### config.mk
export PLATFORM = sky130hd
export DESIGN_NAME = json_string_unescaper_flat
export DESIGN_NICKNAME = d
export VERILOG_FILES = /design/src/design/jsu_pkg.sv /design/src/design/jsu_if.sv /design/src/design/jsu_dec.sv /design/src/design/jsu_ser.sv /design/src/design/json_string_unescaper.sv /design/src/flat_wrapper.sv
export SDC_FILE = /design/constraint.sdc
export NUM_CORES = 1
export LEC_CHECK = 0
export BUFFER_PORTS_ARGS = -buffer_cell sky130_fd_sc_hd__buf_4
export CAP_MARGIN = 5
export CORE_ASPECT_RATIO = 0.7
export CORE_UTILIZATION = 49
export DETAILED_ROUTE_END_ITERATION = 8
export PLACE_DENSITY = 0.73
export SYNTH_ARGS = -nofsm -noshare
export SYNTH_HDL_FRONTEND = slang
export SYNTH_HIERARCHICAL = 1
export SYNTH_SLANG_ARGS = --single-unit
export TNS_END_PERCENT = 10
### constraint.sdc
create_clock -name i_clk -period 8 [get_ports i_clk]
set_clock_uncertainty 0.1 [all_clocks]
set_input_delay 1.6 -clock i_clk [delete_from_list [all_inputs] [get_ports i_clk]]
set_output_delay 1.6 -clock i_clk [all_outputs]
set_load 0.02 [all_outputs]
### src/design/jsu_pkg.sv
package jsu_pkg;

    typedef enum logic [2:0] {
        MODE_IDLE = 3'd0,
        MODE_STR  = 3'd1,
        MODE_ESC  = 3'd2,
        MODE_HEX0 = 3'd3,
        MODE_HEX1 = 3'd4,
        MODE_HEX2 = 3'd5,
        MODE_HEX3 = 3'd6
    } t_mode;

    typedef enum logic [1:0] {
        ST_BUSY    = 2'd0,
        ST_CLOSED  = 2'd1,
        ST_NOQUOTE = 2'd2,
        ST_TRUNC   = 2'd3
    } t_status;

    localparam logic [7:0] CH_QUOTE  = 8'h22;
    localparam logic [7:0] CH_BSLASH = 8'h5C;
    localparam logic [7:0] CH_N      = 8'h6E;
    localparam logic [7:0] CH_R      = 8'h72;
    localparam logic [7:0] CH_T      = 8'h74;
    localparam logic [7:0] CH_B      = 8'h62;
    localparam logic [7:0] CH_F      = 8'h66;
    localparam logic [7:0] CH_U      = 8'h75;

    localparam logic [7:0] CTL_LF = 8'h0A;
    localparam logic [7:0] CTL_CR = 8'h0D;
    localparam logic [7:0] CTL_HT = 8'h09;
    localparam logic [7:0] CTL_BS = 8'h08;
    localparam logic [7:0] CTL_FF = 8'h0C;

    localparam logic [7:0]  UTF8_LEAD2 = 8'hC0;
    localparam logic [7:0]  UTF8_LEAD3 = 8'hE0;
    localparam logic [7:0]  UTF8_CONT  = 8'h80;
    localparam logic [15:0] CP_TWO     = 16'h0080;
    localparam logic [15:0] CP_THREE   = 16'h0800;

    localparam int unsigned MAX_WORDS = 3;

    typedef struct packed {
        logic [MAX_WORDS-1:0][7:0] data;
        logic [1:0]                cnt;
        logic                      data_ok;
        t_status                   status;
    } t_bundle;

    typedef struct packed {
        logic       ok;
        logic [3:0] val;
    } t_hex;

    function automatic t_hex hex_value(input logic [7:0] c);
        t_hex h;
        h.ok  = 1'b1;
        h.val = 4'd0;
        if (c >= 8'h30 && c <= 8'h39) begin
            h.val = 4'(c - 8'h30);
        end else if (c >= 8'h61 && c <= 8'h66) begin
            h.val = 4'(c - 8'h57);
        end else if (c >= 8'h41 && c <= 8'h46) begin
            h.val = 4'(c - 8'h37);
        end else begin
            h.ok = 1'b0;
        end
        return h;
    endfunction

endpackage

### src/design/jsu_if.sv
interface jsu_in_if;
    logic       valid;
    logic       ready;
    logic [7:0] in_byte;
    logic       end_of_text;

    modport source (output valid, output in_byte, output end_of_text, input ready);
    modport sink (input valid, input in_byte, input end_of_text, output ready);
endinterface

interface jsu_out_if;
    logic       valid;
    logic       ready;
    logic [7:0] out_byte;
    logic       byte_valid;
    logic [1:0] status;
    logic       last_of_run;

    modport source (
        output valid, output out_byte, output byte_valid, output status,
        output last_of_run, input ready
    );
    modport sink (
        input valid, input out_byte, input byte_valid, input status,
        input last_of_run, output ready
    );
endinterface

### src/design/jsu_dec.sv
module jsu_dec
    import jsu_pkg::*;
(
    input  logic    i_clk,
    input  logic    i_rst_n,
    jsu_in_if.sink  i_in,
    output t_bundle o_bnd,
    output logic    o_bnd_valid,
    input  logic    i_bnd_ready
);

    logic        r_in_valid;
    logic [7:0]  r_byte;
    logic        r_eot;
    t_mode       r_mode;
    logic [15:0] r_acc;
    logic        r_stop;

    t_mode       n_mode;
    logic [15:0] n_acc;
    logic        n_stop;
    t_bundle     n_bnd;
    t_hex        hv;
    logic        fire_in;
    logic        consume;

    assign i_in.ready  = !r_in_valid || i_bnd_ready;
    assign fire_in     = i_in.valid && i_in.ready;
    assign consume     = r_in_valid && i_bnd_ready;
    assign o_bnd_valid = r_in_valid;
    assign o_bnd       = n_bnd;

    always_comb begin
        n_mode        = r_mode;
        n_acc         = r_acc;
        n_stop        = r_stop;
        n_bnd         = '0;
        n_bnd.cnt     = 2'd1;
        n_bnd.status  = ST_BUSY;
        hv            = hex_value(r_byte);
        unique case (r_mode)
            MODE_STR, MODE_ESC, MODE_HEX0, MODE_HEX1, MODE_HEX2, MODE_HEX3: begin
                if (r_eot) begin
                    n_mode       = MODE_IDLE;
                    n_bnd.status = ST_TRUNC;
                end else if (r_mode == MODE_STR) begin
                    if (r_byte == CH_QUOTE) begin
                        n_mode       = MODE_IDLE;
                        n_bnd.status = ST_CLOSED;
                    end else if (r_byte == CH_BSLASH) begin
                        n_mode = MODE_ESC;
                    end else begin
                        n_bnd.data[0] = r_byte;
                        n_bnd.data_ok = 1'b1;
                    end
                end else if (r_mode == MODE_ESC) begin
                    n_mode        = MODE_STR;
                    n_bnd.data_ok = 1'b1;
                    unique case (r_byte)
                        CH_N:    n_bnd.data[0] = CTL_LF;
                        CH_R:    n_bnd.data[0] = CTL_CR;
                        CH_T:    n_bnd.data[0] = CTL_HT;
                        CH_B:    n_bnd.data[0] = CTL_BS;
                        CH_F:    n_bnd.data[0] = CTL_FF;
                        CH_U: begin
                            n_mode        = MODE_HEX0;
                            n_acc         = '0;
                            n_stop        = 1'b0;
                            n_bnd.data_ok = 1'b0;
                        end
                        default: n_bnd.data[0] = r_byte;
                    endcase
                end else begin
                    if (!r_stop && hv.ok) begin
                        n_acc = {r_acc[11:0], hv.val};
                    end else begin
                        n_stop = 1'b1;
                    end
                    if (r_mode != MODE_HEX3) begin
                        n_mode = t_mode'(r_mode + 3'd1);
                    end else begin
                        n_mode        = MODE_STR;
                        n_bnd.data_ok = 1'b1;
                        if (n_acc < CP_TWO) begin
                            n_bnd.data[0] = n_acc[7:0];
                        end else if (n_acc < CP_THREE) begin
                            n_bnd.cnt     = 2'd2;
                            n_bnd.data[0] = UTF8_LEAD2 | {3'b000, n_acc[10:6]};
                            n_bnd.data[1] = UTF8_CONT | {2'b00, n_acc[5:0]};
                        end else begin
                            n_bnd.cnt     = 2'd3;
                            n_bnd.data[0] = UTF8_LEAD3 | {4'b0000, n_acc[15:12]};
                            n_bnd.data[1] = UTF8_CONT | {2'b00, n_acc[11:6]};
                            n_bnd.data[2] = UTF8_CONT | {2'b00, n_acc[5:0]};
                        end
                    end
                end
            end
            default: begin
                n_mode = MODE_IDLE;
                if (!r_eot && r_byte == CH_QUOTE) begin
                    n_mode = MODE_STR;
                end else begin
                    n_bnd.status = ST_NOQUOTE;
                end
            end
        endcase
    end

    always_ff @(posedge i_clk) begin
        if (!i_rst_n) begin
            r_in_valid <= 1'b0;
            r_mode     <= MODE_IDLE;
            r_acc      <= '0;
            r_stop     <= 1'b0;
        end else begin
            if (fire_in) begin
                r_in_valid <= 1'b1;
            end else if (consume) begin
                r_in_valid <= 1'b0;
            end
            if (consume) begin
                r_mode <= n_mode;
                r_acc  <= n_acc;
                r_stop <= n_stop;
            end
        end
    end

    always_ff @(posedge i_clk) begin
        if (fire_in) begin
            r_byte <= i_in.in_byte;
            r_eot  <= i_in.end_of_text;
        end
    end

endmodule

### src/design/jsu_ser.sv
module jsu_ser
    import jsu_pkg::*;
(
    input  logic      i_clk,
    input  logic      i_rst_n,
    input  t_bundle   i_bnd,
    input  logic      i_bnd_valid,
    output logic      o_bnd_ready,
    jsu_out_if.source o_out
);

    logic       r_valid;
    t_bundle    r_bnd;
    logic [1:0] r_idx;
    logic       last;
    logic       fire_out;

    assign last        = (r_idx == r_bnd.cnt - 2'd1);
    assign fire_out    = r_valid && o_out.ready;
    assign o_bnd_ready = !r_valid || (fire_out && last);

    assign o_out.valid       = r_valid;
    assign o_out.byte_valid  = r_bnd.data_ok;
    assign o_out.status      = r_bnd.status;
    assign o_out.last_of_run = last;

    always_comb begin
        unique case (r_idx)
            2'd0:    o_out.out_byte = r_bnd.data[0];
            2'd1:    o_out.out_byte = r_bnd.data[1];
            2'd2:    o_out.out_byte = r_bnd.data[2];
            default: o_out.out_byte = '0;
        endcase
    end

    always_ff @(posedge i_clk) begin
        if (!i_rst_n) begin
            r_valid <= 1'b0;
            r_idx   <= '0;
        end else if (o_bnd_ready) begin
            r_valid <= i_bnd_valid;
            r_idx   <= '0;
        end else if (fire_out) begin
            r_idx <= r_idx + 2'd1;
        end
    end

    always_ff @(posedge i_clk) begin
        if (o_bnd_ready && i_bnd_valid) begin
            r_bnd <= i_bnd;
        end
    end

endmodule

### src/design/json_string_unescaper.sv
// An accepted word is registered in the decoder, then in the serializer, before its first result word shows.
// Throughput: one result word per cycle while the output is ready; an input word
// makes 1 to 3 result words (three only for a u escape above 0x7FF).
// Reset: synchronous, active low; returns to idle awaiting the opening quote,
// clears the hex accumulator and drops any held word.
module json_string_unescaper
    import jsu_pkg::*;
(
    input  logic      i_clk,
    input  logic      i_rst_n,
    jsu_in_if.sink    i_in,
    jsu_out_if.source o_out
);

    t_bundle bnd;
    logic    bnd_valid;
    logic    bnd_ready;

    jsu_dec u_dec (
        .i_clk       (i_clk),
        .i_rst_n     (i_rst_n),
        .i_in        (i_in),
        .o_bnd       (bnd),
        .o_bnd_valid (bnd_valid),
        .i_bnd_ready (bnd_ready)
    );

    jsu_ser u_ser (
        .i_clk       (i_clk),
        .i_rst_n     (i_rst_n),
        .i_bnd       (bnd),
        .i_bnd_valid (bnd_valid),
        .o_bnd_ready (bnd_ready),
        .o_out       (o_out)
    );

endmodule
### src/flat_wrapper.sv
// flat-port wrapper written by rule: the top's interface ports become plain ports
module json_string_unescaper_flat import jsu_pkg::*;
  (i_clk, i_rst_n, i_in_valid, i_in_in_byte, i_in_end_of_text, i_in_ready, o_out_valid, o_out_out_byte, o_out_byte_valid, o_out_status, o_out_last_of_run, o_out_ready);
  jsu_in_if i_in_i ();
  jsu_out_if o_out_i ();
  input  logic i_clk;
  input  logic i_rst_n;
  input wire logic [$bits(i_in_i.valid)-1:0] i_in_valid;
  input wire logic [$bits(i_in_i.in_byte)-1:0] i_in_in_byte;
  input wire logic [$bits(i_in_i.end_of_text)-1:0] i_in_end_of_text;
  output wire logic [$bits(i_in_i.ready)-1:0] i_in_ready;
  output wire logic [$bits(o_out_i.valid)-1:0] o_out_valid;
  output wire logic [$bits(o_out_i.out_byte)-1:0] o_out_out_byte;
  output wire logic [$bits(o_out_i.byte_valid)-1:0] o_out_byte_valid;
  output wire logic [$bits(o_out_i.status)-1:0] o_out_status;
  output wire logic [$bits(o_out_i.last_of_run)-1:0] o_out_last_of_run;
  input wire logic [$bits(o_out_i.ready)-1:0] o_out_ready;
  assign i_in_i.valid = i_in_valid;
  assign i_in_i.in_byte = i_in_in_byte;
  assign i_in_i.end_of_text = i_in_end_of_text;
  assign i_in_ready = i_in_i.ready;
  assign o_out_valid = o_out_i.valid;
  assign o_out_out_byte = o_out_i.out_byte;
  assign o_out_byte_valid = o_out_i.byte_valid;
  assign o_out_status = o_out_i.status;
  assign o_out_last_of_run = o_out_i.last_of_run;
  assign o_out_i.ready = o_out_ready;
  json_string_unescaper u_core (.i_clk(i_clk), .i_rst_n(i_rst_n), .i_in(i_in_i), .o_out(o_out_i));
endmodule
==> results of run 1 <==
-- flip-flops by register name (all words and copies together), names as in the netlist --
signal                         cells
u_core/u_dec/r_mode                3
u_core/u_dec/r_byte                8
u_core/u_ser/o_out.status          2
u_core/u_dec/o_bnd_valid           1
u_core/u_ser/o_out.valid           1
u_core/u_dec/r_eot                 1
u_core/u_ser/r_idx                 2
u_core/u_dec/r_stop                1
u_core/u_dec/r_acc                16
u_core/u_ser/r_bnd                26
u_core/u_ser/o_out.byte_valid      1
-- where the power goes --
part	switching (mW)	leakage, nW	internal, mW
Sequential	0.0102	0.556	0.351
Combinational	0.0327	0.803	0.0235
Clock	0.122	0.0964	0.143
Total	0.165	1.45	0.518
-- worst paths after layout --
check	start	end	slack [ns]	cells past startpoint
hold / removal	u_core/u_dec/r_mode[1]$_SDFFE_PN0P_	u_core/u_dec/r_mode[1]$_SDFFE_PN0P_	0.47	2
setup reg to reg	u_core/u_dec/r_byte[0]$_DFFE_PP_	u_core/u_ser/r_bnd[7]$_DFFE_PP_	4.80	8
hold reg to reg	u_core/u_dec/r_mode[1]$_SDFFE_PN0P_	u_core/u_dec/r_mode[1]$_SDFFE_PN0P_	0.47	2
setup / recovery	o_out_ready	i_in_ready	3.99	5
-- cell usage in the layout (no fill, tap or decap), drive strengths merged, types with 4 or more instances in the layout --
master / Yosys / layout
nand3: 5 / 5
mux2i: 14 / 14
a31oi: 4 / 4
and2: 9 / 9
mux2: 4 / 4
o211ai: 6 / 6
nor2: 30 / 30
edfxtp: 38 / 38
o22ai: 7 / 7
ha: 8 / 8
a21oi: 17 / 17
nand2: 23 / 23
o21ai: 19 / 19
a222oi: 8 / 8
clkbuf: 19 / 10
buf: 15 / 27
dfxtp: 24 / 24
o2bb2ai: 5 / 5
nor3: 11 / 11
nand2b: 7 / 7
inv: 12 / 13
a21boi: 5 / 5
or3: 6 / 6
a22oi: 12 / 12
nor2b: 13 / 13
-- routing by layer --
layer  up-vias  global-route usage (%)  share of wire (%)
li1       1426                       -                  -
met1      1386                    33.7                 49
met2       141                    35.9                 41
met3        22                    5.89                8.1
met4         0                    9.57                2.0
met5         -                       0                  0
-- stage by stage --
step | util (%) | total power, mW
4_1_cts | 55.5 | 0.689
3_5_place_dp | 52.9 | 0.423
2_1_floorplan | - | 0.405
3_3_place_gp | 52.9 | 0.422
6_report | 55.5 | 0.682
5_1_grt | 55.5 | 0.707
-- final cells by class --
cell class | count | area share (%)
Inverter | 12 | 1.18
Timing Repair Buffer | 27 | 5.01
Multi-Input combinational cell | 269 | 46.0
Tap cell | 98 | 3.03
Sequential cell | 62 | 40.1
Clock inverter | 6 | 1.52
Clock buffer | 10 | 3.16
-- worst register-to-register path: cells and delay by family, from the launching register on --
kind,cells,cell delay (ns)
multiplexers,1,0.31
adder cells (fa/ha/maj),1,0.29
buffers and inverters,1,0.19
AND/OR/NAND/NOR,2,0.52
AO/OA/AOI/OAI,3,1.06
flip-flops,1,0.48
-- logic make-up after synthesis --
family	synth area share (%)
flip-flops	43.9
other	0.102
adder cells (fa/ha/maj)	2.71
multiplexers	5.12
AND/OR/NAND/NOR	19.6
XOR/XNOR	0.712
AO/OA/AOI/OAI	21.9
buffers and inverters	5.96
==> reports/summary.log, run 1 <==
qor: placed_design.place_hpwl 6.19 mm
qor: routing.drt-initial-drc-count 550
qor: pwr.cellLeakagePower 1.45 nW
qor: synth.synth_area 3690 sq um
qor: routing.wl_per_cell 17.9 um
qor: sta.setup_viol_count_final 0
qor: grt.number_of_antenna_violations_at_the_first_check_in_global_routing 0
qor: finish.area_of_all_placed_cells_without_fillers 4040 sq um
qor: sta.holdWs 0.468 ns
qor: synth.synth_top_flop_cell edfxtp_1
qor: sta.rsz0062_at_grt no
qor: synth.yosysTopAreaCellShare 30.9%
qor: sta.finalHoldViolations 0
qor: pwr.worst_ir_drop_vdd 88.1 uV
qor: cts.cts_sinks 62
qor: setup_path.critical_path_arrival 2.31 ns
qor: grt.grt_overflow_total 0
qor: floorplanning.fp.dieH 74.6 um
qor: finish.area_of_combinational_cells_with_multiple_inputs 1860 sq um
qor: sta.final.setup.worst_slack 3.99 ns
qor: routing.drt.antenna.violating_nets 0
qor: cts.cts.htree.levels 3
qor: cts.clock_pin_slew_worst_setup_and_hold_paths 0.06 ns
qor: setup_path.critical_path.slowest_cell o21ai_1
qor: cts.ctsRootBufferMaster clkbuf_8
qor: placed_design.place_inst 468
qor: placed_design.placement.setup.worst_slack 3.98 ns
qor: finish.final_layout_size_suffix_gt1_share 16.1%
qor: finish.nFillCells 647
qor: cts.clock_path_buffers 2
qor: setup_path.required 6.30 ns
qor: synth.yosys.area.top_type edfxtp_1
qor: grt.via_count_of_the_first_global_routing_pass 2,743
qor: setup_path.critical_path_peak_fanout 6
qor: floorplanning.placement_rows 26
qor: placed_design.io_buffer_count 26
qor: finish.area_used_by_sequential_logic_in_the_layout 1620 sq um
qor: routing.detailedRoute.firstPassIterationCount 6
qor: synth.ys_seq_area_share 43.9%
qor: placed_design.detailed_place.area 3850 sq um
qor: sta.tightestPinTransition 0.992 ns
qor: setup_path.setup.worst_path.end_class primary output
qor: floorplanning.chipWidth 106 um
qor: setup_path.cp_top_family buffers and inverters
qor: synth.distinct_cells_synth 75
qor: setup_path.cp_launch_type input port
qor: routing.vias 2,975
qor: sta.timing_max_transition_violations_final 0
qor: floorplanning.die_area 7890 sq um
qor: setup_path.timing.critical_path.slowest_cell_delay 0.22 ns
qor: sta.finalCritPeriodShare 50.1%
qor: setup_path.cp_cell_sequence buf_4, inv_2, o21ai_1, nand2b_1, buf_4
qor: sta.fmaxAchievable 250 MHz
qor: cts.tritoncts_clock_tree built
qor: synth.yosys_register_bits 62
qor: sta.worst_slew_margin_rel 33.3%
qor: cts.cts_buffer_count 9
qor: sta.final.setup.tns 0 ns
qor: flow_run.drv.max_cap_violation_count 0
qor: synth.synth-async-reset-ratio 0%
qor: cts.cts.repair.resized 0
qor: finish.instances_no_fill 484
qor: finish.syn2layout_area_growth 9.52%
qor: grt.groute.usage.overall 23.9%
qor: floorplanning.num_io_pins 27
qor: finish.insertedDiodeCount 0
qor: hold_path.hold_class flip-flop to flip-flop
qor: sta.finalWorstPathRequiredPeriod 4.01 ns
qor: pwr.power.density 169 nW/um^2
qor: grt.grt_pass1_wl 14.2 mm
qor: floorplanning.initial_core_utilization 50.7%
qor: routing.wl 8.65 mm
qor: floorplanning.core-area 7290 sq um
qor: finish.final_net_count 402
qor: synth.synth_edf_count 38
qor: synth.synthTopCellsByArea edfxtp_1, dfxtp_1, mux2i_1
qor: synth.synthCells 376
qor: placed_design.gp_congestion 0.987
qor: routing.route.detailed.drc 0
qor: synth.syn_avg_cell_area 9.82 sq um
qor: cts.post-cts-setup-buffers 0
qor: status.run_status finished, final reports clean
qor: setup_path.setup.worst_path.class input port to primary output
qor: setup_path.critPathBufInv 3
qor: cts.post_cts_hold_buffer_count 0
qor: synth.yosys_warnings 6
qor: synth.post-synth-top-count-cell edfxtp_1
qor: synth.synth.cells.most_frequent edfxtp_1, nor2_1, dfxtp_1
qor: setup_path.crit_top_cell buf_4
qor: grt.pin_count_of_the_biggest_net_entering_global_routing 30
qor: routing.avgViaCountPerCell 6.15
qor: cts.clock_insertion_delay_worst_skew 0.35 ns
(Power assumes the default switching activity.)
==> inputs of run 2 (changes only) <==
- PLACE_DENSITY: 0.73 -> 0.76
- clock period: 8 -> 3.5 ns (I/O delays scaled with it)
==> reports/summary.log, run 2 (same netlist as run 1, synthesis figures left out) <==
qor: status.run_status finished, final reports clean
qor: cts.cts.htree.levels 3
qor: setup_path.timing.critical_path.slowest_cell_delay 0.64 ns
qor: finish.layout_commonest_cell edfxtp_1
qor: pwr.power.net_switching 393 uW
qor: setup_path.critical_path_peak_fanout 17
qor: floorplanning.initial_core_utilization 50.7%
qor: finish.final_layout_size_suffix_gt1_share 17.0%
qor: sta.holdWs 0.424 ns
qor: cts.post-cts-setup-buffers 0
qor: finish.layout_top_registers u_core/u_ser/r_bnd: 26 flops, u_core/u_dec/r_acc: 16 flops, u_core/u_dec/r_byte: 8 flops
qor: setup_path.cp_cell_sequence inv_1, ha_1, or3b_1, nand4b_2, o21a_1, nand3b_1, a211o_1, o22ai_1
qor: pwr.combinationalPowerShare 8.2%
qor: setup_path.critPathBufInv 1
qor: floorplanning.die_area 7890 sq um
qor: floorplanning.core-area 7290 sq um
qor: setup_path.setup.worst_path.class flip-flop to flip-flop
qor: grt.grt_pass1_wl 14.3 mm
qor: pwr.power_switching_share 24.9%
qor: cts.cts_sinks 62
qor: grt.grt_overflow_total 0
qor: routing.detailedRoute.firstPassIterationCount 8
qor: pwr.design_internal_power 1.19 mW
qor: setup_path.worstSetupStartpoint u_core/u_dec/r_byte[0]$_DFFE_PP_
qor: hold_path.hold_class input port to flip-flop
qor: sta.finalCritPeriodShare 89.8%
qor: sta.final.setup.tns 0 ns
qor: cts.post_cts_hold_buffer_count 0
qor: cts.cts.repair.resized 0
qor: setup_path.critical_path.slowest_cell o21a_1
qor: cts.clock_pin_slew_worst_setup_and_hold_paths 0.07 ns
qor: grt.via_count_of_the_first_global_routing_pass 2,701
qor: pwr.worst_ir_drop_vdd 304 uV
qor: pwr.sequentialPowerShare 52.4%
qor: finish.final_net_count 405
qor: finish.syn2layout_area_growth 10.4%
qor: routing.wl 8.97 mm
qor: sta.rsz0062_at_grt no
qor: setup_path.worst_reg2reg_path_startpoint u_core/u_dec/r_byte[0]$_DFFE_PP_
qor: routing.avgViaCountPerCell 6.24
qor: setup_path.cp_launch_type flip-flop
qor: flow_run.drv.max_cap_violation_count 0
qor: finish.utilization 55.9%
qor: floorplanning.fp.dieH 74.6 um
qor: grt.pin_count_of_the_biggest_net_entering_global_routing 30
qor: sta.timing_max_transition_violations_final 0
qor: floorplanning.chipWidth 106 um
qor: cts.clock_path_buffers 2
qor: pwr.power.density 387 nW/um^2
qor: sta.tightestPinTransition 0.948 ns
qor: cts.tritoncts_clock_tree built
qor: finish.insertedDiodeCount 0
qor: sta.finalHoldViolations 0
qor: grt.number_of_antenna_violations_at_the_first_check_in_global_routing 0
qor: sta.finalWorstPathRequiredPeriod 3.14 ns
qor: placed_design.detailed_place.area 3880 sq um
qor: finish.area_of_all_placed_cells_without_fillers 4080 sq um
qor: placed_design.io_buffer_count 26
qor: routing.wl_per_cell 18.4 um
qor: setup_path.setup.worst_path.end_class flip-flop
qor: routing.route.detailed.drc 0
qor: floorplanning.num_io_pins 27
qor: grt.groute.usage.overall 24.4%
qor: finish.max_flop_register u_core/u_ser/r_bnd
qor: finish.most_frequent_cells_in_the_layout edfxtp_1, buf_4, nor2_1
qor: routing.drt-initial-drc-count 437
qor: placed_design.gp_congestion 0.987
qor: pwr.clock_power_share 39.5%
qor: pwr.cellLeakagePower 1.47 nW
qor: hold_path.worstHoldStart i_in_in_byte[4]
qor: placed_design.place_hpwl 6.45 mm
qor: cts.clock_insertion_delay_worst_skew 0.35 ns
qor: cts.ctsRootBufferMaster clkbuf_8
qor: routing.drt.antenna.violating_nets 0
qor: sta.worst_slew_margin_rel 36.5%
qor: cts.cts_buffer_count 9
qor: sta.setup_viol_count_final 0
qor: setup_path.cp_top_family compound AO/OA/AOI/OAI gates
qor: floorplanning.placement_rows 26
qor: setup_path.required 3.57 ns
qor: finish.largest_register_ff_count 26
qor: routing.vias 3,041
qor: sta.fmaxAchievable 318 MHz
qor: setup_path.critical_path_arrival 3.22 ns
## run 2: path summary, 6_finish.rpt
path,to,depth (start not counted),slack [ns]
max,u_core/u_ser/r_bnd[14]$_DFFE_PP_,8,0.36
min,u_core/u_dec/r_byte[4]$_DFFE_PP_,1,0.42
max reg2reg,u_core/u_ser/r_bnd[14]$_DFFE_PP_,8,0.36
min reg2reg,u_core/u_dec/r_mode[1]$_SDFFE_PN0P_,2,0.48
## run 2: power by group through the flow
stage               combinational, mW  sequential (mW)  clock (mW)
finish                          0.129            0.827       0.623
detailed placement              0.127            0.842           0
global route                    0.139            0.830       0.674
global placement                0.125            0.841           0
floorplan                      0.0945            0.830           0
CTS                             0.127            0.826       0.638
## run 2: routing by layer
layer,global-route usage (%),routed length (um)
met5,0,0
met4,9.72,165
met3,5.80,803
met2,35.4,3650
met1,35.4,4350
## run 2: final cells by class
class / instances / area [sq um]
clock buffer: 9 / 124
clock inverter: 7 / 73.8
fill: 671 / 3210
inverter: 12 / 47.5
multi-input combinational: 269 / 1860
sequential: 62 / 1620
tap: 98 / 123
timing repair buffer: 30 / 225
## run 2: stage by stage
step	power (mW)	cells	worst slack, ns
after detailed placement	0.969	471	0.470
after CTS	1.59	487	0.450
after floorplan	0.925	377	0.610
final	1.58	487	0.359
after global routing	1.64	487	0.216
after global placement	0.966	471	0.600
==> inputs of run 3 (changes only) <==
- clock period: 3.5 -> 2.6 ns (I/O delays scaled with it)
==> reports/summary.log, run 3 (same netlist as run 1, synthesis figures left out) <==
qor: status.run_status finished, final reports clean
qor: setup_path.setup.worst_path.end_class flip-flop
qor: sta.finalCritPeriodShare 96.2%
qor: sta.finalWorstPathRequiredPeriod 2.50 ns
qor: placed_design.place_inst 504
qor: flow_run.drv.max_cap_violation_count 0
qor: placed_design.io_buffer_count 26
qor: grt.pin_count_of_the_biggest_net_entering_global_routing 30
qor: placed_design.detailed_place.area 4130 sq um
qor: cts.cts_sinks 62
qor: cts.post_cts_hold_buffer_count 0
qor: finish.largest_register_ff_count 26
qor: finish.final_net_count 440
qor: cts.clock_path_buffers 2
qor: finish.area_of_combinational_cells_with_multiple_inputs 1880 sq um
qor: cts.tritoncts_clock_tree built
qor: sta.fmaxAchievable 400 MHz
qor: finish.most_frequent_cells_in_the_layout buf_4, edfxtp_1, nor2_1
qor: grt.via_count_of_the_first_global_routing_pass 2,813
qor: placed_design.place_hpwl 6.88 mm
qor: grt.groute.usage.overall 25.5%
qor: finish.layout_commonest_cell buf_4
qor: sta.finalHoldViolations 0
qor: finish.syn2layout_area_growth 17.8%
qor: setup_path.critical_path_arrival 2.47 ns
qor: finish.insertedDiodeCount 0
qor: floorplanning.initial_core_utilization 50.7%
qor: routing.avgViaCountPerCell 5.94
qor: floorplanning.placement_rows 26
qor: floorplanning.chipWidth 106 um
qor: sta.setup_viol_count_final 0
qor: placed_design.gp_congestion 0.930
qor: routing.drt.antenna.violating_nets 0
qor: grt.number_of_antenna_violations_at_the_first_check_in_global_routing 0
qor: routing.vias 3,101
qor: cts.clock_pin_slew_worst_setup_and_hold_paths 0.07 ns
qor: setup_path.cp_launch_type flip-flop
qor: setup_path.setup.worst_path.class flip-flop to flip-flop
qor: cts.ctsRootBufferMaster clkbuf_8
qor: floorplanning.num_io_pins 27
qor: pwr.worst_ir_drop_vdd 400 uV
qor: finish.area_used_by_sequential_logic_in_the_layout 1620 sq um
qor: finish.nFillCells 637
qor: sta.final.setup.worst_slack 0.0998 ns
qor: routing.route.detailed.drc 0
qor: grt.grt_pass1_wl 15.0 mm
qor: setup_path.critical_path_peak_fanout 15
qor: grt.grt_overflow_total 0
qor: finish.max_flop_register u_core/u_ser/r_bnd
qor: setup_path.reg2reg_slack 0.1 ns
qor: routing.wl 9.48 mm
qor: cts.clock_insertion_delay_worst_skew 0.35 ns
qor: cts.cts_buffer_count 9
qor: routing.wl_per_cell 18.2 um
qor: routing.detailedRoute.firstPassIterationCount 5
qor: finish.layout_top_registers u_core/u_ser/r_bnd: 26 flops, u_core/u_dec/r_acc: 16 flops, u_core/u_dec/r_byte: 8 flops
qor: pwr.power.density 489 nW/um^2
qor: sta.timing_max_transition_violations_final 0
qor: finish.instances_no_fill 522
qor: cts.cts.htree.levels 3
qor: setup_path.required 2.57 ns
qor: floorplanning.core-area 7290 sq um
qor: finish.area_of_all_placed_cells_without_fillers 4350 sq um
qor: placed_design.placement.setup.worst_slack 0.0970 ns
qor: floorplanning.die_area 7890 sq um
qor: hold_path.hold_class input port to flip-flop
qor: routing.drt-initial-drc-count 328
qor: floorplanning.fp.dieH 74.6 um
qor: sta.final.setup.tns 0 ns
qor: finish.final_layout_size_suffix_gt1_share 24.8%
qor: pwr.cellLeakagePower 1.64 nW
## run 3: per-layer routing
layer / track usage [%] / part of all wire, %
met2: 36.4 / 42
met3: 7.19 / 6.7
met5: 0 / 0
met1: 37.1 / 50
met4: 8.64 / 1.4
## run 3: cell type report
class	count	area share [%]
well taps	98	2.82
clock buffers	10	2.93
multi-input cells	269	43.2
clock inverters	6	1.41
inverters	12	1.09
repair buffers	65	11.2
flip-flops and latches	62	37.3
## run 3: stage by stage
| stage | hold WS [ns] | power (mW) | utilization (%) |
|---|---|---|---|
| after detailed placement | 0.465 | 1.33 | 56.6 |
| after CTS | 0.225 | 2.15 | 59.2 |
| final | 0.244 | 2.13 | 59.7 |
| after floorplan | 0.423 | 1.25 | - |
| after global placement | 0.451 | 1.32 | 56.6 |
| after global routing | 0.225 | 2.21 | 59.7 |
## run 3: timing repair
item                                    CTS  global route
endpoints found under the setup margin    0            17
buffers inserted                          0             1
hold endpoints to repair                  0             0
gates resized for setup                   0             8
## run 3: path summary, 6_finish.rpt
kind	to	startpoint	cells past startpoint
worst max-delay path	u_core/u_ser/r_bnd[8]$_DFFE_PP_	u_core/u_dec/r_byte[0]$_DFFE_PP_	8
worst min-delay path	u_core/u_dec/r_byte[6]$_DFFE_PP_	i_in_in_byte[6]	1
worst max register to register	u_core/u_ser/r_bnd[8]$_DFFE_PP_	u_core/u_dec/r_byte[0]$_DFFE_PP_	8
worst min register to register	u_core/u_dec/r_mode[1]$_SDFFE_PN0P_	u_core/u_dec/r_mode[1]$_SDFFE_PN0P_	2
## run 3: power breakdown
part           internal (mW)  leakage, nW  switching, mW
clock network          0.440       0.0964          0.377
registers               1.08        0.556         0.0188
logic                 0.0903        0.988          0.122
total                   1.61         1.64          0.518
## run 3: critical path, stage by stage, from the launching register on
cell      delay (ns)
edfxtp_1        0.42
inv_1           0.11
ha_1            0.18
o21bai_1        0.09
a21o_1          0.22
o21ai_4         0.40
mux2_1          0.39
a21oi_1         0.17
o211ai_1        0.14
